`src/rtl/digit_image_feature_extractor_macros.svh`:
```
// Assertion helpers for the RTL
`ifndef DIGIT_IMAGE_FEATURE_EXTRACTOR_MACROS_SVH
`define DIGIT_IMAGE_FEATURE_EXTRACTOR_MACROS_SVH

// same-cycle implication
`define DIFE_ASSERT_NOW(lbl, clk, rst, ante, cons, msg) \
   lbl: assert property (@(posedge clk) disable iff (rst) (ante) |-> (cons)) \
      else $error(msg);

// next-cycle implication
`define DIFE_ASSERT_NEXT(lbl, clk, rst, ante, cons, msg) \
   lbl: assert property (@(posedge clk) disable iff (rst) (ante) |=> (cons)) \
      else $error(msg);

`endif

```
`src/rtl/dife_pkg.sv`:
```
`default_nettype none

package dife_pkg;

   localparam int PIXEL_W   = 8;
   localparam int KIND_W    = 2;
   localparam int FIDX_W    = 10;
   localparam int FVAL_W    = 17;
   localparam int CSR_W     = 6;
   localparam int CSR_IDX_W = 1;

   localparam int DEF_MAX_WIDTH  = 32;
   localparam int DEF_MAX_HEIGHT = 32;
   localparam int ZONE_GRID      = 4;
   localparam int MIN_SIZE       = 4;
   localparam logic [CSR_W-1:0] SIZE_RESET = 6'd28;

   localparam logic [KIND_W-1:0] KIND_PIXEL = 2'd0;
   localparam logic [KIND_W-1:0] KIND_ZONE  = 2'd1;
   localparam logic [KIND_W-1:0] KIND_ROW   = 2'd2;
   localparam logic [KIND_W-1:0] KIND_COL   = 2'd3;

   localparam logic [CSR_IDX_W-1:0] CSR_IMAGE_WIDTH  = 1'd0;
   localparam logic [CSR_IDX_W-1:0] CSR_IMAGE_HEIGHT = 1'd1;

endpackage

`default_nettype wire

```
`src/rtl/dife_req_if.sv`:
```
`default_nettype none

interface dife_req_if;
   logic                            valid;
   logic                            ready;
   logic [dife_pkg::PIXEL_W-1:0]    pixel;

   modport source (output valid, output pixel, input ready);
   modport sink   (input valid, input pixel, output ready);
endinterface

`default_nettype wire

```
`src/rtl/dife_rsp_if.sv`:
```
`default_nettype none

interface dife_rsp_if;
   logic                            valid;
   logic                            ready;
   logic [dife_pkg::KIND_W-1:0]     kind;
   logic [dife_pkg::FIDX_W-1:0]     feature_index;
   logic [dife_pkg::FVAL_W-1:0]     feature_value;
   logic                            last_of_item;

   modport source (output valid, output kind, output feature_index, output feature_value,
                   output last_of_item, input ready);
   modport sink   (input valid, input kind, input feature_index, input feature_value,
                   input last_of_item, output ready);
endinterface

`default_nettype wire

```
`src/rtl/digit_image_feature_extractor.sv`:
```
`default_nettype none
`include "digit_image_feature_extractor_macros.svh"

// Zoning / projection feature extractor for one gray image per pass, pixels in raster
// order. Every pixel word gives its Q1.16 value (kind 0); a row's last pixel also gives
// the row mean (kind 2), then the four zone means when it closes a band of zone rows
// (kind 1), then all column means when it closes the image (kind 3). last_of_item marks
// the final result word of each pixel. A pixel with no mean behind it goes through a
// column-sum read, then emit. Each mean goes through one shared restoring divider, one
// quotient bit per cycle, in fetch, load, 17 divide steps and emit. req ready is high
// only between pixels. A configuration write restarts the image.
module digit_image_feature_extractor #(
   parameter int MAX_WIDTH  = dife_pkg::DEF_MAX_WIDTH,
   parameter int MAX_HEIGHT = dife_pkg::DEF_MAX_HEIGHT
) (
   input  wire                                clock,
   input  wire                                reset,
   dife_req_if.sink                           req_bus,
   dife_rsp_if.source                         rsp_bus,
   input  wire                                csr_write_en,
   input  wire [dife_pkg::CSR_IDX_W-1:0]      csr_index,
   input  wire [dife_pkg::CSR_W-1:0]          csr_write_data
);

   localparam int ZG   = dife_pkg::ZONE_GRID;
   localparam int PW   = dife_pkg::PIXEL_W;
   localparam int FIW  = dife_pkg::FIDX_W;
   localparam int FVW  = dife_pkg::FVAL_W;
   localparam int CW   = dife_pkg::CSR_W;
   localparam int KW   = dife_pkg::KIND_W;
   localparam int WW   = $clog2(MAX_WIDTH + 1);
   localparam int HW   = $clog2(MAX_HEIGHT + 1);
   localparam int CIW  = $clog2(MAX_WIDTH);
   localparam int RIW  = $clog2(MAX_HEIGHT);
   localparam int CSW  = $clog2(MAX_HEIGHT * 255 + 1);
   localparam int RSW  = $clog2(MAX_WIDTH * 255 + 1);
   localparam int ZSW  = $clog2((MAX_WIDTH / ZG) * (MAX_HEIGHT / ZG) * 255 + 1);
   localparam int ZCW  = (WW - 2) + (HW - 2);
   localparam int CNTW = (WW > HW) ? ((WW > ZCW) ? WW : ZCW) : ((HW > ZCW) ? HW : ZCW);
   localparam int REMW = CNTW + 9;
   localparam int PIW  = RIW + WW;
   localparam int QCW  = $clog2(FVW);
   localparam logic [QCW-1:0] QFIRST = QCW'(FVW - 1);

   typedef enum logic [2:0] {
      ST_IDLE, ST_PIX, ST_FETCH, ST_LOAD, ST_DIV, ST_EMIT
   } state_type;

   state_type            state_ff, state_in;
   logic [CW-1:0]        cfg_w_ff, cfg_w_in, cfg_h_ff, cfg_h_in;
   logic [WW-1:0]        w_eff;
   logic [HW-1:0]        h_eff;
   logic [WW-3:0]        zw;
   logic [HW-3:0]        zh;

   logic [CIW-1:0]       col_pos_ff, col_pos_in;
   logic [RIW-1:0]       row_pos_ff, row_pos_in;
   logic [WW-3:0]        zcol_ff, zcol_in;
   logic [2:0]           zc_ff, zc_in;
   logic [HW-3:0]        zrow_ff, zrow_in;
   logic [2:0]           band_ff, band_in;
   logic [RSW-1:0]       row_sum_ff, row_sum_in;
   logic [ZSW-1:0]       zone_sum_ff [ZG];
   logic [ZSW-1:0]       zone_sum_in [ZG];
   logic [MAX_WIDTH-1:0] col_vld_ff, col_vld_in;

   logic [CSW-1:0]       colmem [MAX_WIDTH];
   logic [CSW-1:0]       col_rd_ff;
   logic                 col_rd_vld_ff;
   logic [CIW-1:0]       rd_addr;
   logic                 mem_we;
   logic [CSW-1:0]       mem_wdata;

   logic [PW-1:0]        pix_ff, pix_in;
   logic [KW-1:0]        job_kind_ff, job_kind_in;
   logic [CIW-1:0]       job_idx_ff, job_idx_in;
   logic                 zone_due_ff, zone_due_in;
   logic                 last_row_ff, last_row_in;
   logic [1:0]           band_cur_ff, band_cur_in;
   logic [RIW-1:0]       row_cur_ff, row_cur_in;

   logic [REMW-1:0]      rem_ff, rem_in, den_ff, den_in, trial, div_sum, div_cnt;
   logic [FVW-1:0]       quo_ff, quo_in;
   logic [QCW-1:0]       qcnt_ff, qcnt_in;
   logic                 q_ge;
   logic [ZCW-1:0]       zone_cnt;

   logic                 rsp_valid_ff, rsp_valid_in;
   logic [KW-1:0]        rsp_kind_ff, rsp_kind_in;
   logic [FIW-1:0]       rsp_idx_ff, rsp_idx_in;
   logic [FVW-1:0]       rsp_val_ff, rsp_val_in;
   logic                 rsp_last_ff, rsp_last_in;

   logic                 slot_free;
   logic                 row_end;
   logic                 col_last;
   logic [PIW-1:0]       pix_idx;
   logic [FVW-1:0]       pix_val;

   always_comb begin
      if (cfg_w_ff < CW'(dife_pkg::MIN_SIZE)) begin
         w_eff = WW'(dife_pkg::MIN_SIZE);
      end else if (int'(cfg_w_ff) > MAX_WIDTH) begin
         w_eff = WW'(MAX_WIDTH);
      end else begin
         w_eff = WW'(cfg_w_ff);
      end
      if (cfg_h_ff < CW'(dife_pkg::MIN_SIZE)) begin
         h_eff = HW'(dife_pkg::MIN_SIZE);
      end else if (int'(cfg_h_ff) > MAX_HEIGHT) begin
         h_eff = HW'(MAX_HEIGHT);
      end else begin
         h_eff = HW'(cfg_h_ff);
      end
   end

   assign zw        = w_eff[WW-1:2];
   assign zh        = h_eff[HW-1:2];
   assign zone_cnt  = ZCW'(zw) * ZCW'(zh);
   assign slot_free = !rsp_valid_ff || rsp_bus.ready;
   assign row_end   = (WW'(col_pos_ff) == w_eff - WW'(1));
   assign col_last  = (WW'(job_idx_ff) == w_eff - WW'(1));
   assign pix_idx   = PIW'(row_pos_ff) * PIW'(w_eff) + PIW'(col_pos_ff);
   // 255 * 257 = 65535, so p*65536/255 is 257p plus one at full scale
   assign pix_val   = {1'b0, pix_ff, pix_ff} + FVW'(pix_ff == {PW{1'b1}});
   // keep reading the pixel's column while its word waits for the output slot
   assign rd_addr   = (state_ff == ST_IDLE || state_ff == ST_PIX) ? col_pos_ff : job_idx_ff;

   // divider operands
   always_comb begin
      case (job_kind_ff)
         dife_pkg::KIND_ROW: begin
            div_sum = REMW'(row_sum_ff);
            div_cnt = REMW'(w_eff);
         end
         dife_pkg::KIND_ZONE: begin
            div_sum = REMW'(zone_sum_ff[job_idx_ff[1:0]]);
            div_cnt = REMW'(zone_cnt);
         end
         dife_pkg::KIND_COL: begin
            div_sum = col_rd_vld_ff ? REMW'(col_rd_ff) : '0;
            div_cnt = REMW'(h_eff);
         end
         default: begin
            div_sum = '0;
            div_cnt = REMW'(1);
         end
      endcase
   end

   // first step compares the sum itself, later steps shift in zeros
   assign trial = (qcnt_ff == QFIRST) ? rem_ff : {rem_ff[REMW-2:0], 1'b0};
   assign q_ge  = (trial >= den_ff);

   always_comb begin
      state_in     = state_ff;
      cfg_w_in     = cfg_w_ff;
      cfg_h_in     = cfg_h_ff;
      col_pos_in   = col_pos_ff;
      row_pos_in   = row_pos_ff;
      zcol_in      = zcol_ff;
      zc_in        = zc_ff;
      zrow_in      = zrow_ff;
      band_in      = band_ff;
      row_sum_in   = row_sum_ff;
      zone_sum_in  = zone_sum_ff;
      col_vld_in   = col_vld_ff;
      pix_in       = pix_ff;
      job_kind_in  = job_kind_ff;
      job_idx_in   = job_idx_ff;
      zone_due_in  = zone_due_ff;
      last_row_in  = last_row_ff;
      band_cur_in  = band_cur_ff;
      row_cur_in   = row_cur_ff;
      rem_in       = rem_ff;
      den_in       = den_ff;
      quo_in       = quo_ff;
      qcnt_in      = qcnt_ff;
      rsp_valid_in = rsp_valid_ff && !rsp_bus.ready;
      rsp_kind_in  = rsp_kind_ff;
      rsp_idx_in   = rsp_idx_ff;
      rsp_val_in   = rsp_val_ff;
      rsp_last_in  = rsp_last_ff;
      mem_we       = 1'b0;
      mem_wdata    = (col_rd_vld_ff ? col_rd_ff : '0) + CSW'(pix_ff);

      case (state_ff)
         ST_IDLE: begin
            if (req_bus.valid) begin
               pix_in   = req_bus.pixel;
               state_in = ST_PIX;
            end
         end

         ST_PIX: begin
            if (slot_free) begin
               rsp_valid_in = 1'b1;
               rsp_kind_in  = dife_pkg::KIND_PIXEL;
               rsp_idx_in   = FIW'(pix_idx);
               rsp_val_in   = pix_val;
               rsp_last_in  = !row_end;
               mem_we       = 1'b1;
               col_vld_in[col_pos_ff] = 1'b1;
               row_sum_in   = row_sum_ff + RSW'(pix_ff);
               if (zc_ff < 3'(ZG) && band_ff < 3'(ZG)) begin
                  zone_sum_in[zc_ff[1:0]] = zone_sum_ff[zc_ff[1:0]] + ZSW'(pix_ff);
               end
               if (row_end) begin
                  col_pos_in  = '0;
                  zcol_in     = '0;
                  zc_in       = '0;
                  row_cur_in  = row_pos_ff;
                  band_cur_in = band_ff[1:0];
                  last_row_in = (HW'(row_pos_ff) == h_eff - HW'(1));
                  zone_due_in = (band_ff < 3'(ZG)) && (zrow_ff == zh - (HW-2)'(1));
                  if (band_ff < 3'(ZG)) begin
                     if (zrow_ff == zh - (HW-2)'(1)) begin
                        zrow_in = '0;
                        band_in = band_ff + 3'd1;
                     end else begin
                        zrow_in = zrow_ff + (HW-2)'(1);
                     end
                  end
                  if (HW'(row_pos_ff) == h_eff - HW'(1)) begin
                     row_pos_in = '0;
                     zrow_in    = '0;
                     band_in    = '0;
                  end else begin
                     row_pos_in = row_pos_ff + RIW'(1);
                  end
                  job_kind_in = dife_pkg::KIND_ROW;
                  job_idx_in  = '0;
                  state_in    = ST_FETCH;
               end else begin
                  col_pos_in = col_pos_ff + CIW'(1);
                  if (zc_ff < 3'(ZG)) begin
                     if (zcol_ff == zw - (WW-2)'(1)) begin
                        zcol_in = '0;
                        zc_in   = zc_ff + 3'd1;
                     end else begin
                        zcol_in = zcol_ff + (WW-2)'(1);
                     end
                  end
                  state_in = ST_IDLE;
               end
            end
         end

         ST_FETCH: begin
            state_in = ST_LOAD;
         end

         ST_LOAD: begin
            rem_in   = div_sum;
            den_in   = (div_cnt << 8) - div_cnt;
            quo_in   = '0;
            qcnt_in  = QFIRST;
            state_in = ST_DIV;
         end

         ST_DIV: begin
            rem_in  = q_ge ? (trial - den_ff) : trial;
            quo_in  = {quo_ff[FVW-2:0], q_ge};
            qcnt_in = qcnt_ff - QCW'(1);
            if (qcnt_ff == '0) begin
               state_in = ST_EMIT;
            end
         end

         ST_EMIT: begin
            if (slot_free) begin
               rsp_valid_in = 1'b1;
               rsp_kind_in  = job_kind_ff;
               rsp_val_in   = quo_ff;
               case (job_kind_ff)
                  dife_pkg::KIND_ROW: begin
                     rsp_idx_in  = FIW'(row_cur_ff);
                     rsp_last_in = !zone_due_ff && !last_row_ff;
                     row_sum_in  = '0;
                     if (zone_due_ff) begin
                        job_kind_in = dife_pkg::KIND_ZONE;
                        job_idx_in  = '0;
                        state_in    = ST_FETCH;
                     end else if (last_row_ff) begin
                        job_kind_in = dife_pkg::KIND_COL;
                        job_idx_in  = '0;
                        state_in    = ST_FETCH;
                     end else begin
                        state_in = ST_IDLE;
                     end
                  end
                  dife_pkg::KIND_ZONE: begin
                     rsp_idx_in  = FIW'({band_cur_ff, job_idx_ff[1:0]});
                     rsp_last_in = (job_idx_ff[1:0] == 2'(ZG - 1)) && !last_row_ff;
                     zone_sum_in[job_idx_ff[1:0]] = '0;
                     if (job_idx_ff[1:0] != 2'(ZG - 1)) begin
                        job_idx_in = job_idx_ff + CIW'(1);
                        state_in   = ST_FETCH;
                     end else if (last_row_ff) begin
                        job_kind_in = dife_pkg::KIND_COL;
                        job_idx_in  = '0;
                        state_in    = ST_FETCH;
                     end else begin
                        state_in = ST_IDLE;
                     end
                  end
                  dife_pkg::KIND_COL: begin
                     rsp_idx_in  = FIW'(job_idx_ff);
                     rsp_last_in = col_last;
                     if (col_last) begin
                        // image done: column sums read back as zero from here on
                        col_vld_in = '0;
                        state_in   = ST_IDLE;
                     end else begin
                        job_idx_in = job_idx_ff + CIW'(1);
                        state_in   = ST_FETCH;
                     end
                  end
                  default: begin
                     rsp_idx_in  = '0;
                     rsp_last_in = 1'b1;
                     state_in    = ST_IDLE;
                  end
               endcase
            end
         end

         default: begin
            state_in = ST_IDLE;
         end
      endcase

      if (csr_write_en) begin
         case (csr_index)
            dife_pkg::CSR_IMAGE_WIDTH:  cfg_w_in = csr_write_data;
            dife_pkg::CSR_IMAGE_HEIGHT: cfg_h_in = csr_write_data;
            default: ;
         endcase
         col_pos_in  = '0;
         row_pos_in  = '0;
         zcol_in     = '0;
         zc_in       = '0;
         zrow_in     = '0;
         band_in     = '0;
         row_sum_in  = '0;
         col_vld_in  = '0;
         for (int i = 0; i < ZG; i++) begin
            zone_sum_in[i] = '0;
         end
      end
   end

   always_ff @(posedge clock) begin
      if (reset) begin
         state_ff     <= ST_IDLE;
         rsp_valid_ff <= 1'b0;
         cfg_w_ff     <= dife_pkg::SIZE_RESET;
         cfg_h_ff     <= dife_pkg::SIZE_RESET;
         col_pos_ff   <= '0;
         row_pos_ff   <= '0;
         zcol_ff      <= '0;
         zc_ff        <= '0;
         zrow_ff      <= '0;
         band_ff      <= '0;
         row_sum_ff   <= '0;
         col_vld_ff   <= '0;
         for (int i = 0; i < ZG; i++) begin
            zone_sum_ff[i] <= '0;
         end
      end else begin
         state_ff     <= state_in;
         rsp_valid_ff <= rsp_valid_in;
         cfg_w_ff     <= cfg_w_in;
         cfg_h_ff     <= cfg_h_in;
         col_pos_ff   <= col_pos_in;
         row_pos_ff   <= row_pos_in;
         zcol_ff      <= zcol_in;
         zc_ff        <= zc_in;
         zrow_ff      <= zrow_in;
         band_ff      <= band_in;
         row_sum_ff   <= row_sum_in;
         col_vld_ff   <= col_vld_in;
         zone_sum_ff  <= zone_sum_in;
      end
      rsp_kind_ff <= rsp_kind_in;
      rsp_idx_ff  <= rsp_idx_in;
      rsp_val_ff  <= rsp_val_in;
      rsp_last_ff <= rsp_last_in;
   end

   // datapath, no reset needed
   always_ff @(posedge clock) begin
      pix_ff      <= pix_in;
      job_kind_ff <= job_kind_in;
      job_idx_ff  <= job_idx_in;
      zone_due_ff <= zone_due_in;
      last_row_ff <= last_row_in;
      band_cur_ff <= band_cur_in;
      row_cur_ff  <= row_cur_in;
      rem_ff      <= rem_in;
      den_ff      <= den_in;
      quo_ff      <= quo_in;
      qcnt_ff     <= qcnt_in;
   end

   // column sum memory, registered read
   always_ff @(posedge clock) begin
      if (mem_we) begin
         colmem[col_pos_ff] <= mem_wdata;
      end
      col_rd_ff     <= colmem[rd_addr];
      col_rd_vld_ff <= col_vld_ff[rd_addr];
   end

   assign req_bus.ready         = (state_ff == ST_IDLE);
   assign rsp_bus.valid         = rsp_valid_ff;
   assign rsp_bus.kind          = rsp_kind_ff;
   assign rsp_bus.feature_index = rsp_idx_ff;
   assign rsp_bus.feature_value = rsp_val_ff;
   assign rsp_bus.last_of_item  = rsp_last_ff;

   `DIFE_ASSERT_NOW(a_div_rem_bound, clock, reset, state_ff == ST_DIV, rem_ff <= den_ff,
      "divider remainder above divisor")
   `DIFE_ASSERT_NOW(a_mean_full_scale, clock, reset, state_ff == ST_EMIT,
      quo_ff <= FVW'(65536), "mean above full scale")
   `DIFE_ASSERT_NOW(a_pos_in_image, clock, reset, 1'b1,
      (WW'(col_pos_ff) < w_eff) && (HW'(row_pos_ff) < h_eff), "position outside image")
   `DIFE_ASSERT_NEXT(a_image_clear, clock, reset,
      state_ff == ST_EMIT && slot_free && job_kind_ff == dife_pkg::KIND_COL && col_last,
      col_vld_ff == '0 && state_ff == ST_IDLE, "column sums not cleared at image end")

endmodule

`default_nettype wire

```
`src/flat_wrapper.sv`:
```
// flat-port wrapper written by rule: the top's interface ports become plain ports
module digit_image_feature_extractor_flat 
#(
   parameter int MAX_WIDTH  = dife_pkg::DEF_MAX_WIDTH,
   parameter int MAX_HEIGHT = dife_pkg::DEF_MAX_HEIGHT
)
  (clock, reset, csr_write_en, csr_index, csr_write_data, req_bus_valid, req_bus_pixel, req_bus_ready, rsp_bus_valid, rsp_bus_kind, rsp_bus_feature_index, rsp_bus_feature_value, rsp_bus_last_of_item, rsp_bus_ready);
  dife_req_if req_bus_i ();
  dife_rsp_if rsp_bus_i ();
  input  wire clock;
  input  wire reset;
  input  wire csr_write_en;
  input  wire [dife_pkg::CSR_IDX_W-1:0] csr_index;
  input  wire [dife_pkg::CSR_W-1:0] csr_write_data;
  input wire logic [$bits(req_bus_i.valid)-1:0] req_bus_valid;
  input wire logic [$bits(req_bus_i.pixel)-1:0] req_bus_pixel;
  output wire logic [$bits(req_bus_i.ready)-1:0] req_bus_ready;
  output wire logic [$bits(rsp_bus_i.valid)-1:0] rsp_bus_valid;
  output wire logic [$bits(rsp_bus_i.kind)-1:0] rsp_bus_kind;
  output wire logic [$bits(rsp_bus_i.feature_index)-1:0] rsp_bus_feature_index;
  output wire logic [$bits(rsp_bus_i.feature_value)-1:0] rsp_bus_feature_value;
  output wire logic [$bits(rsp_bus_i.last_of_item)-1:0] rsp_bus_last_of_item;
  input wire logic [$bits(rsp_bus_i.ready)-1:0] rsp_bus_ready;
  assign req_bus_i.valid = req_bus_valid;
  assign req_bus_i.pixel = req_bus_pixel;
  assign req_bus_ready = req_bus_i.ready;
  assign rsp_bus_valid = rsp_bus_i.valid;
  assign rsp_bus_kind = rsp_bus_i.kind;
  assign rsp_bus_feature_index = rsp_bus_i.feature_index;
  assign rsp_bus_feature_value = rsp_bus_i.feature_value;
  assign rsp_bus_last_of_item = rsp_bus_i.last_of_item;
  assign rsp_bus_i.ready = rsp_bus_ready;
  digit_image_feature_extractor #(.MAX_WIDTH(MAX_WIDTH), .MAX_HEIGHT(MAX_HEIGHT)) u_core (.clock(clock), .reset(reset), .req_bus(req_bus_i), .rsp_bus(rsp_bus_i), .csr_write_en(csr_write_en), .csr_index(csr_index), .csr_write_data(csr_write_data));
endmodule
```
`config.mk`:
```
export PLATFORM = sky130hd
export DESIGN_NAME = digit_image_feature_extractor_flat
export DESIGN_NICKNAME = d
export VERILOG_FILES = /design/src/rtl/dife_pkg.sv /design/src/rtl/dife_req_if.sv /design/src/rtl/dife_rsp_if.sv /design/src/rtl/digit_image_feature_extractor.sv /design/src/flat_wrapper.sv
export VERILOG_INCLUDE_DIRS = /design/src /design/src/rtl
export SDC_FILE = /design/constraint.sdc
export NUM_CORES = 1
export LEC_CHECK = 0
export BUFFER_PORTS_ARGS = -buffer_cell sky130_fd_sc_hd__buf_2
export CELL_PAD_IN_SITES_DETAIL_PLACEMENT = 1
export CELL_PAD_IN_SITES_GLOBAL_PLACEMENT = 2
export CORE_ASPECT_RATIO = 1.75
export CORE_UTILIZATION = 49
export CTS_CLUSTER_SIZE = 10
export DETAILED_ROUTE_END_ITERATION = 10
export PLACE_DENSITY_LB_ADDON = 0.1
export SKIP_LAST_GASP = 1
export SYNTH_ARGS = -nofsm -noshare
export SYNTH_HDL_FRONTEND = slang
export SYNTH_SLANG_ARGS = --single-unit
```
`constraint.sdc`:
```
create_clock -name clock -period 7.3 [get_ports clock]
set_input_delay 0 -clock clock [delete_from_list [all_inputs] [get_ports clock]]
set_output_delay 0 -clock clock [all_outputs]
set_load 0.01 [all_outputs]
```
==> run_results.csv, run 1 <==
group,metric,value,unit
synth,ys_seq_area_share,58.9,%
finish,post-route-cell-area,0.0361,sq mm
worst_setup_path,worstPathMaxFanout,18,
detailed_routing,first_iter_violations,1000,
placed_design,post-place-ws,2.20,ns
detailed_routing,drt_pass1_iterations,5,
worst_setup_path,path_buf_inv,2,
cts,clock_sink_count,681,
finish,final_common_cell,"edfxtp_1",
die,die-area,0.0666,sq mm
timing,max_clock_freq,0.197,GHz
synth,yosys_warnings,0,
min_path,min_path_type,"in -> reg",
finish,layoutNonFillerInstCount,3284,
finish,fin_util,55.9,%
finish,drive_above_1_share,17.4,%
worst_setup_path,r2r_cells,13,
synth,synth_top_family_by_area,"multiplexers",
timing,worst_slack,2.21,ns
placed_design,dpl_cell_area,0.0334,sq mm
global_routing,antenna_found_initial,0,
finish,diodes,0,
cts,cts_resized,0,
synth,syn_nets,2483,
detailed_routing,wl,85400,microns
run,max_cap_violations,0,
timing,final.min_clock_period,5.09,ns
power,power,8.29,mW
synth,ys.flop_type,"edfxtp_1",
die,coreArea,0.0645,sq mm
worst_setup_path,crit_chain,"inv_1 -> ha_1 -> nor3b_1 -> and2_1 -> mux2_2 -> ha_1 -> nand3_1 -> o21ai_0 -> a21oi_1 -> o211ai_1 -> buf_4 -> mux2_2 -> o22ai_1",
worst_setup_path,critPathMaxStageDelay,0.80,ns
timing,setup_viol,0,
synth,synthArstFlopShare,0,%
worst_setup_path,start_kind,"flip-flop",
placed_design,gp_congestion,0.858,
timing,rsz0062_at_grt,"no",
synth,netlist_area,0.0321,sq mm
die,initial_core_util,49.8,%
timing,hold_slack,0.0819,ns
cts,cts_buffers,79,
cts,clk_pin_slew,0.06,ns
synth,synth-edff-count,526,
worst_setup_path,arrival,5.57,ns
synth,ys_seq_elements,681,
detailed_routing,drc,0,
synth,synth_mux_area_share,13.1,%
cts,worstSkewPairLatency,0.65,ns
die,die_w,195,microns
timing,relSlewSlack,10.8,%
cts,root_buffer,"clkbuf_16",
cts,cts_tree,"yes",
synth,synthAdderAreaFrac,5.47,%
synth,yosys.area.top_type,"edfxtp_1",
timing,tightest_slew,1.33,ns
worst_setup_path,required,7.78,ns
detailed_routing,detail-route-antenna-nets,0,
worst_setup_path,cp_top_family,"compound AO/OA/AOI/OAI gates",
worst_setup_path,cp-end-kind,"flip-flop",
timing,finalSetupTns,0,ns
cts,htreeDepth,3,
finish,fill_cells,6255,
finish,multi_input_comb_area,0.0126,sq mm
timing,finalCritPeriodShare,69.7,%
synth,postSynthAreaPerCell,13.7,sq um
worst_setup_path,crit_cells,13,
detailed_routing,post_drt_wl_per_cell,26.0,microns
synth,netlist_instances,2337,
power,p_leak,12.7,nW
min_path,worstHoldPathCells,2,
global_routing,overflow,0,
placed_design,dpl.cell_count,3117,
die,rows,123,
global_routing,track_usage,26.4,%
power,powerDensity,230,mW/mm^2
placed_design,dpl.hpwl,59900,microns
synth,synthTopCellsByArea,"edfxtp_1 (49%), mux4_2 (12%), dfxtp_1 (9.7%), ha_1 (4.0%), nor2_1 (2.6%)",
synth,synth_compound_area_share,8.07,%
timing,slew_viol_final,0,
global_routing,grt_pass1_wl,132000,microns
finish,mostFrequentLayoutCells,"edfxtp_1 (526), nor2_1 (196), nand2_1 (170)",
worst_setup_path,path_class,"reg -> reg",
timing,hold_violations,0,
synth,synth_xor_area_share,2.55,%
status,status,"finished, final reports clean",
cts,cts_max_path_buffers,3,
finish,seqCellArea,0.0189,sq mm
timing,fin_skew,0.0370,ns
die,io_pins,52,
synth,yosys.area_share.simple,9.27,%
die,die_h,341,microns
power,ir_drop,0.215,mV
finish,area_growth,12.3,%
synth,yosys.area.top_type_share,49.2,%
placed_design,port_buffers,51,
global_routing,grt_pass1_vias,22000,
synth,ys_types,74,
global_routing,grt_max_degree,113,
finish,fin_nets,2562,
detailed_routing,num_vias,19900,
worst_setup_path,worst_path_max_delay_cell,"o211ai_1",
detailed_routing,via_per_inst,6.07,
-- sequential cells by signal, summed over array words and instances, names as in the netlist, 6 cells and up --
signal	cells
u_core.colmem	416
u_core.zone_sum_ff	56
u_core.col_vld_ff	32
u_core.den_ff	17
u_core.quo_ff	17
u_core.rem_ff	17
u_core.rsp_bus.feature_value	17
u_core.col_rd_ff	13
u_core.row_sum_ff	13
u_core.rsp_bus.feature_index	10
u_core.pix_ff	8
u_core.cfg_h_ff	6
u_core.cfg_w_ff	6
-- worst reg2reg max path, cell delays in order (launching register included) --
cell and delay [ns]:
edfxtp_1 0.41, inv_1 0.08, ha_1 0.17, nor3b_1 0.29
and2_1 0.75, mux2_2 0.44, ha_1 0.39, nand3_1 0.13
o21ai_0 0.37, a21oi_1 0.25, o211ai_1 0.81, buf_4 0.36
mux2_2 0.36, o22ai_1 0.12
-- final cells by class --
type / count / share of cell area (%)
sequential: 681 / 52.4
multi-input combinational: 1440 / 34.9
clock buffer: 127 / 6.04
tap: 812 / 2.82
timing repair buffer: 120 / 2.42
inverter: 94 / 0.979
clock inverter: 10 / 0.448
-- path summary, 6_finish.rpt --
| check | start | to | slack, ns |
|---|---|---|---|
| setup / recovery | u_core.qcnt_ff[0]$_SDFFCE_PN0N_ | u_core.rem_ff[0]$_DFFE_PN_ | 2.21 |
| hold / removal | req_bus_pixel[0] | u_core.pix_ff[0]$_DFFE_PP_ | 0.08 |
| setup reg to reg | u_core.qcnt_ff[0]$_SDFFCE_PN0N_ | u_core.rem_ff[0]$_DFFE_PN_ | 2.21 |
| hold reg to reg | u_core.zc_ff[0]$_SDFFE_PP0P_ | u_core.zc_ff[0]$_SDFFE_PP0P_ | 0.46 |
-- cells in the mapped netlist (all sizes together) (22+ instances only) --
library cell  count
a21oi            96
nor2            224
and2             54
buf              40
nand2           170
xor2             22
clkbuf           82
fa               24
ha              102
a22oi            46
xnor2            61
o21ai            72
nor3             32
edfxtp          526
mux4            168
dfxtp           155
mux2i            22
nand3            44
inv              92
-- metal layers --
metal	vias to the layer above	wire length, microns	track usage (%)
met5	-	0	0
met1	10200	30800	28.1
li1	9047	-	-
met2	446	48600	51.8
met4	0	3310	11.4
met3	186	2660	2.98
-- cell families after synthesis --
logic type / count (synthesis)
flip-flops: 681
AND/OR/NAND/NOR: 634
AO/OA/AOI/OAI: 384
buffers and inverters: 216
multiplexers: 209
adder cells (fa/ha/maj): 126
XOR/XNOR: 87
-- what timing repair did --
item / 4_1_cts / 5_1_grt
hold buffers: 30 / 0
buffers inserted: 0 / 0
hold endpoints to repair: 31 / 0
endpoints found under the setup margin: 0 / 0
-- power by group --
part / leakage (nW) / internal (mW) / total [mW] / switching, mW
logic: 5.52 / 0.165 / 0.424 / 0.259
clock network: 1.11 / 2.06 / 3.63 / 1.57
registers: 6.10 / 4.21 / 4.24 / 0.0302
total: 12.7 / 6.43 / 8.29 / 1.86
(Power assumes the default switching activity.)
==> run 2, diff against run 1 <==
- ABC_AREA: not set -> 1
- CORE_UTILIZATION: 49 -> 41
- clock period: 7.3 -> 5.3 ns (I/O delays scaled with it)
==> run 2 against run 1 <==
  * Routed wire length grew 35%
  * Die area grew 28%
  * Synthesized cell count grew 56%
  * Critical endpoint is now u_core.rsp_bus.feature_index[9]$_SDFFCE_PP0P_
  * Largest cell class unchanged
  * Synthesized area grew 6.9%
  * Sequential power grew 65%
==> run_results.csv, run 2 <==
group,metric,value,unit
placed_design,dpl_cell_area,0.0360,sq mm
finish,largest_reg_flops,416,
synth,synth_most_common_cell,"nand2_1",
synth,postSynthAreaPerCell,9.40,sq um
finish,seqCellArea,0.0189,sq mm
synth,syn_nets,3795,
detailed_routing,detail-route-antenna-nets,0,
power,sequentialPowerShare,35.3,%
cts,htreeDepth,3,
finish,top_register,"u_core.colmem",
timing,final.min_clock_period,4.56,ns
die,io_pins,52,
timing,hold_violations,0,
synth,yosys_warnings,0,
synth,synthArstFlopShare,0,%
global_routing,antenna_found_initial,0,
global_routing,grt_pass1_wl,174000,microns
finish,post-route-cell-area,0.0387,sq mm
power,switching_share,40.8,%
timing,slew_viol_final,0,
synth,netlist_instances,3649,
synth,synth_compound_area_share,14.2,%
finish,layoutNonFillerInstCount,4857,
worst_setup_path,cp-end-kind,"flip-flop",
finish,reg.largest.list,"u_core.colmem x416, u_core.zone_sum_ff x56, u_core.col_vld_ff x32",
cts,clk_pin_slew,0.06,ns
die,die-area,0.0849,sq mm
detailed_routing,via_per_inst,5.54,
worst_setup_path,critPathMaxStageDelay,0.68,ns
finish,mostFrequentLayoutCells,"nand2_1 (630), edfxtp_1 (526), inv_1 (394)",
synth,ys.flop_type,"edfxtp_1",
cts,cts_tree,"yes",
global_routing,grt_pass1_vias,29000,
global_routing,track_usage,27.4,%
synth,ys_types,61,
die,die_h,385,microns
synth,synthTopCellsByArea,"edfxtp_1 (46%), dfxtp_1 (9.0%), nand2_1 (6.9%), o21ai_0 (5.1%), inv_1 (4.3%)",
power,p_leak,15.1,nW
detailed_routing,post_drt_wl_per_cell,23.8,microns
global_routing,grt_max_degree,129,
placed_design,dpl.cell_count,4679,
worst_setup_path,start_kind,"flip-flop",
timing,fin_skew,0.0212,ns
timing,rsz0062_at_grt,"no",
synth,yosys.area_share.simple,16.5,%
cts,cts_buffers,79,
finish,fin_nets,3873,
worst_setup_path,path_class,"reg -> reg",
power,clkPwrFrac,26.3,%
detailed_routing,drt_pass1_iterations,5,
synth,ys_seq_elements,681,
power,switchingPower,8.09,mW
power,powerDensity,513,mW/mm^2
worst_setup_path,arrival,4.96,ns
placed_design,port_buffers,51,
finish,fill_cells,9480,
detailed_routing,num_vias,26900,
synth,synthAdderAreaFrac,5.12,%
synth,ys_seq_area_share,55.1,%
timing,relSlewSlack,17.7,%
cts,post_cts_buffers,0,
worst_setup_path,worstPathMaxFanout,13,
synth,netlist_area,0.0343,sq mm
die,coreArea,0.0830,sq mm
min_path,min_path_type,"in -> reg",
synth,synth_xor_area_share,1.53,%
detailed_routing,drc,0,
die,rows,140,
timing,tightest_slew,1.23,ns
detailed_routing,wl,115000,microns
finish,area_growth,12.8,%
cts,root_buffer,"clkbuf_16",
synth,yosys.area.top_type_share,46.0,%
power,ir_drop,0.282,mV
finish,drive_above_1_share,10.6,%
finish,fin_util,46.6,%
worst_setup_path,worst_path_max_delay_cell,"dfxtp_1",
finish,multi_input_comb_area,0.0131,sq mm
cts,worstSkewPairLatency,0.67,ns
finish,final_common_cell,"nand2_1",
cts,cts_max_path_buffers,3,
timing,setup_viol,0,
power,power.internal,11.7,mW
power,pwr-share-comb,38.4,%
timing,finalCritPeriodShare,86.0,%
synth,synth_top_family_by_area,"simple AND/OR/NAND/NOR gates",
die,initial_core_util,41.3,%
run,max_cap_violations,0,
worst_setup_path,path_common_cell,"nand2_1",
synth,synth-edff-count,526,
timing,max_clock_freq,0.219,GHz
cts,clock_sink_count,681,
placed_design,dpl.hpwl,78500,microns
detailed_routing,first_iter_violations,1329,
global_routing,overflow,0,
worst_setup_path,crit_chain,"nor2_1 -> nand2_1 -> nand2_2 -> nand2_4 -> inv_1 -> nand2_1 -> fa_1 -> fa_1 -> fa_1 -> inv_1 -> ha_1 -> a21oi_1 -> nand2_1 -> nand2_1 -> nand2_1 -> a21oi_1 -> nor2_1 -> nor2_1 -> o21bai_1 -> o21ai_0 -> a21oi_1",
die,die_w,221,microns
worst_setup_path,required,5.70,ns
status,status,"finished, final reports clean",
timing,finalSetupTns,0,ns
synth,yosys.area.top_type,"edfxtp_1",
synth,synthTopCellsByCount,"nand2_1 (631), edfxtp_1 (526), inv_1 (394), o21ai_0 (349), nor2_1 (283)",
placed_design,gp_congestion,0.887,
finish,diodes,0,
synth,synth_mux_area_share,0,%
run 2: final cells by class:
| type | count | share of cell area (%) |
|---|---|---|
| Inverter | 441 | 4.30 |
| Multi-Input combinational cell | 2349 | 33.8 |
| Sequential cell | 681 | 48.9 |
| Clock buffer | 138 | 5.87 |
| Tap cell | 1065 | 3.44 |
| Clock inverter | 8 | 0.314 |
| Timing Repair Buffer | 175 | 3.44 |
run 2: through the flow:
step,power [mW],worst slack (ns),hold slack (ns)
floorplan,11.9,1.27,0.0691
global placement,14.5,0.740,0.181
detailed placement,14.8,0.718,0.179
CTS,20.1,0.691,0.0246
global route,20.8,0.347,0.0668
finish,19.8,0.739,0.0822
run 2: logic make-up (layout without fill, tap and decap cells):
group / Yosys count / in the layout
compound gates: 846 / 846
xor+xnor: 60 / 60
fa+ha+maj: 126 / 126
buf+inv: 619 / 762
flops: 681 / 681
simple gates: 1317 / 1317
run 2: power groups by stage:
| stage | logic [mW] | clock network [mW] | registers [mW] |
|---|---|---|---|
| floorplan | 4.78 | 0 | 7.10 |
| global placement | 7.38 | 0 | 7.10 |
| detailed placement | 7.64 | 0 | 7.11 |
| CTS | 7.71 | 5.34 | 7.00 |
| global route | 8.29 | 5.51 | 7.03 |
| finish | 7.61 | 5.22 | 7.00 |
run 2: final timing paths:
path	from	to	slack, ns	depth (start not counted)
worst max-delay path	u_core.cfg_w_ff[5]$_SDFFE_PP0P_	u_core.rsp_bus.feature_index[9]$_SDFFCE_PP0P_	0.74	21
worst min-delay path	req_bus_pixel[3]	u_core.pix_ff[3]$_DFFE_PP_	0.08	2
worst max register to register	u_core.cfg_w_ff[5]$_SDFFE_PP0P_	u_core.rsp_bus.feature_index[9]$_SDFFCE_PP0P_	0.74	21
worst min register to register	u_core.col_vld_ff[9]$_SDFFE_PP0P_	u_core.col_vld_ff[9]$_SDFFE_PP0P_	0.46	2
run 2: per-layer routing:
metal / part of all wire [%] / vias to the layer above / GRT usage (%)
li1: - / 12700 / -
met1: 37 / 13600 / 28.5
met2: 56 / 395 / 54.1
met3: 2.4 / 195 / 3.00
met4: 4.0 / 0 / 11.4
met5: 0 / - / 0
run 2: critical path, delay by kind of cell, from the launching register on:
family	cells	cell delay (ns)
and+or+nand+nor	10	0.92
DFF	1	0.68
AOI/OAI and AO/OA	5	0.67
adders and majority gates	4	1.82
buffers and inverters	2	0.20
run 2: timing repair:
item / in CTS / in global routing
resized for setup: 0 / 0
endpoints found under the setup margin: 0 / 0
hold buffers: 32 / 0
endpoints found under the hold margin: 43 / 0
==> run 3, diff against run 2 <==
- BUFFER_PORTS_ARGS: -buffer_cell sky130_fd_sc_hd__buf_2 -> not set
- CORE_UTILIZATION: 41 -> 42
- DONT_BUFFER_PORTS: not set -> 1
==> run 3 against run 2 <==
  * Critical path depth is the same
  * Highest routed layer unchanged
  * Combinational power shrank 3.4%
  * Die area decreased by 2.4%
  * Register-to-register slack better by 0.03 ns
  * Design area is 0.83% lower
==> run_results.csv, run 3 (same netlist as run 2, synthesis figures left out) <==
group,metric,value,unit
finish,fill_cells,9174,
worst_setup_path,crit_chain,"nor2_1 -> nand2_1 -> nand2_2 -> nand2_4 -> inv_1 -> nand2_1 -> fa_1 -> fa_1 -> fa_1 -> inv_1 -> ha_1 -> a21oi_1 -> nand2_1 -> nand2_1 -> nand2_1 -> a21oi_1 -> nor2_1 -> nor2_1 -> o21bai_1 -> o21ai_0 -> a21oi_1",
die,die-area,0.0829,sq mm
cts,root_buffer,"clkbuf_16",
worst_setup_path,required,5.72,ns
worst_setup_path,path_common_cell,"nand2_1",
die,initial_core_util,42.5,%
worst_setup_path,path_class,"reg -> reg",
detailed_routing,drt_pass1_iterations,5,
finish,drive_above_1_share,8.93,%
worst_setup_path,r2r_slack,0.77,ns
cts,cts_tree,"yes",
timing,hold_slack,0.0907,ns
worst_setup_path,worst_path_max_delay_cell,"dfxtp_1",
finish,area_growth,11.8,%
worst_setup_path,arrival,4.95,ns
worst_setup_path,path_buf_inv,2,
timing,tightest_slew,1.41,ns
die,die_w,218,microns
worst_setup_path,critPathMaxStageDelay,0.66,ns
global_routing,antenna_found_initial,0,
power,p_leak,14.9,nW
finish,final_common_cell,"nand2_1",
detailed_routing,post_drt_wl_per_cell,23.7,microns
cts,htreeDepth,3,
cts,cts_buffers,78,
timing,hold_violations,0,
finish,post-route-cell-area,0.0384,sq mm
worst_setup_path,cp_top_family,"adder cells",
finish,top_register,"u_core.colmem",
detailed_routing,drc,0,
cts,clock_sink_count,681,
timing,finalCritPeriodShare,85.5,%
worst_setup_path,start_kind,"flip-flop",
timing,max_clock_freq,0.221,GHz
timing,final.min_clock_period,4.53,ns
detailed_routing,via_per_inst,5.61,
timing,setup_viol,0,
global_routing,grt_pass1_wl,172000,microns
run,max_cap_violations,0,
status,status,"finished, final reports clean",
worst_setup_path,worstPathMaxFanout,13,
detailed_routing,detail-route-antenna-nets,0,
finish,reg.largest.list,"u_core.colmem x416, u_core.zone_sum_ff x56, u_core.col_vld_ff x32",
min_path,min_path_type,"in -> reg",
finish,diodes,0,
finish,largest_reg_flops,416,
finish,mostFrequentLayoutCells,"nand2_1 (630), edfxtp_1 (526), inv_1 (394)",
power,powerDensity,509,mW/mm^2
global_routing,grt_pass1_vias,28600,
global_routing,overflow,0,
timing,rsz0062_at_grt,"no",
detailed_routing,wl,113000,microns
global_routing,track_usage,27.6,%
detailed_routing,first_iter_violations,1459,
timing,slew_viol_final,0,
cts,post_cts_buffers,0,
cts,worstSkewPairLatency,0.67,ns
timing,fin_skew,0.0294,ns
die,coreArea,0.0808,sq mm
die,io_pins,52,
timing,relSlewSlack,5.35,%
power,ir_drop,0.304,mV
timing,worst_slack,0.767,ns
worst_setup_path,cp-end-kind,"flip-flop",
die,rows,138,
finish,fin_nets,3820,
detailed_routing,num_vias,26800,
cts,cts_max_path_buffers,3,
global_routing,grt_max_degree,120,
placed_design,dpl_cell_area,0.0356,sq mm
timing,finalSetupTns,0,ns
cts,clk_pin_slew,0.06,ns
placed_design,port_buffers,0,
die,die_h,380,microns
finish,seqCellArea,0.0189,sq mm
placed_design,gp_congestion,0.883,
placed_design,dpl.hpwl,77000,microns
finish,multi_input_comb_area,0.0131,sq mm
placed_design,post-place-ws,0.753,ns
-- run 3: cell types whose count changed in the layout (fill, tap and decap cells not counted), sizes merged --
| cell | change |
|---|---|
| clkinv | -3 |
| bufinv | -1 |
| inv | +1 |
| buf | -62 |
| dlygate4sd3 | +10 |
| clkbuf | -7 |
-- run 3: tightest hold or removal path, cell delays in order --
cell and delay (ns):
dlygate4sd3_1 0.56, nand2_1 0.09, o211ai_1 0.08
-- run 3: cell type report --
cell class                      count  share of cell area (%)
Clock buffer                      131                    5.80
Timing Repair Buffer              123                    2.84
Sequential cell                   681                    49.3
Multi-Input combinational cell   2349                    34.1
Tap cell                         1050                    3.42
Clock inverter                      5                   0.228
Inverter                          441                    4.34
-- run 3: what timing repair did --
action,4_1_cts,5_1_grt
gates resized for setup,0,0
hold buffers,42,0
endpoints found under the hold margin,67,0
-- run 3: per-stage QoR --
stage / total power [mW] / utilization (%) / cells
6_report: 19.5 / 47.5 / 4780
4_1_cts: 19.7 / 47.5 / 4780
5_1_grt: 20.5 / 47.5 / 4780
2_1_floorplan: 11.9 / - / 3649
3_5_place_dp: 14.6 / 44.1 / 4602
3_3_place_gp: 14.3 / 44.1 / 4602
-- run 3: final timing paths --
| check | startpoint | endpoint | cells after the start |
|---|---|---|---|
| max | u_core.cfg_w_ff[5]$_SDFFE_PP0P_ | u_core.rsp_bus.feature_index[9]$_SDFFCE_PP0P_ | 21 |
| min | csr_write_data[4] | u_core.cfg_w_ff[4]$_SDFFE_PP1P_ | 3 |
| max reg2reg | u_core.cfg_w_ff[5]$_SDFFE_PP0P_ | u_core.rsp_bus.feature_index[9]$_SDFFCE_PP0P_ | 21 |
| min reg2reg | u_core.col_vld_ff[13]$_SDFFE_PP0P_ | u_core.col_vld_ff[13]$_SDFFE_PP0P_ | 2 |
-- run 3: report_power, final --
part / internal [mW] / switching (mW)
clock: 2.86 / 2.22
combinational: 1.91 / 5.44
sequential: 6.82 / 0.256
total: 11.6 / 7.92
-- run 3: routing by layer --
metal / global-route usage [%] / vias up / share of wire (%)
li1: - / 12600 / -
met1: 29.0 / 13600 / 37
met2: 53.2 / 474 / 55
met3: 2.99 / 213 / 2.9
met4: 13.7 / 0 / 5.0
met5: 0 / - / 0
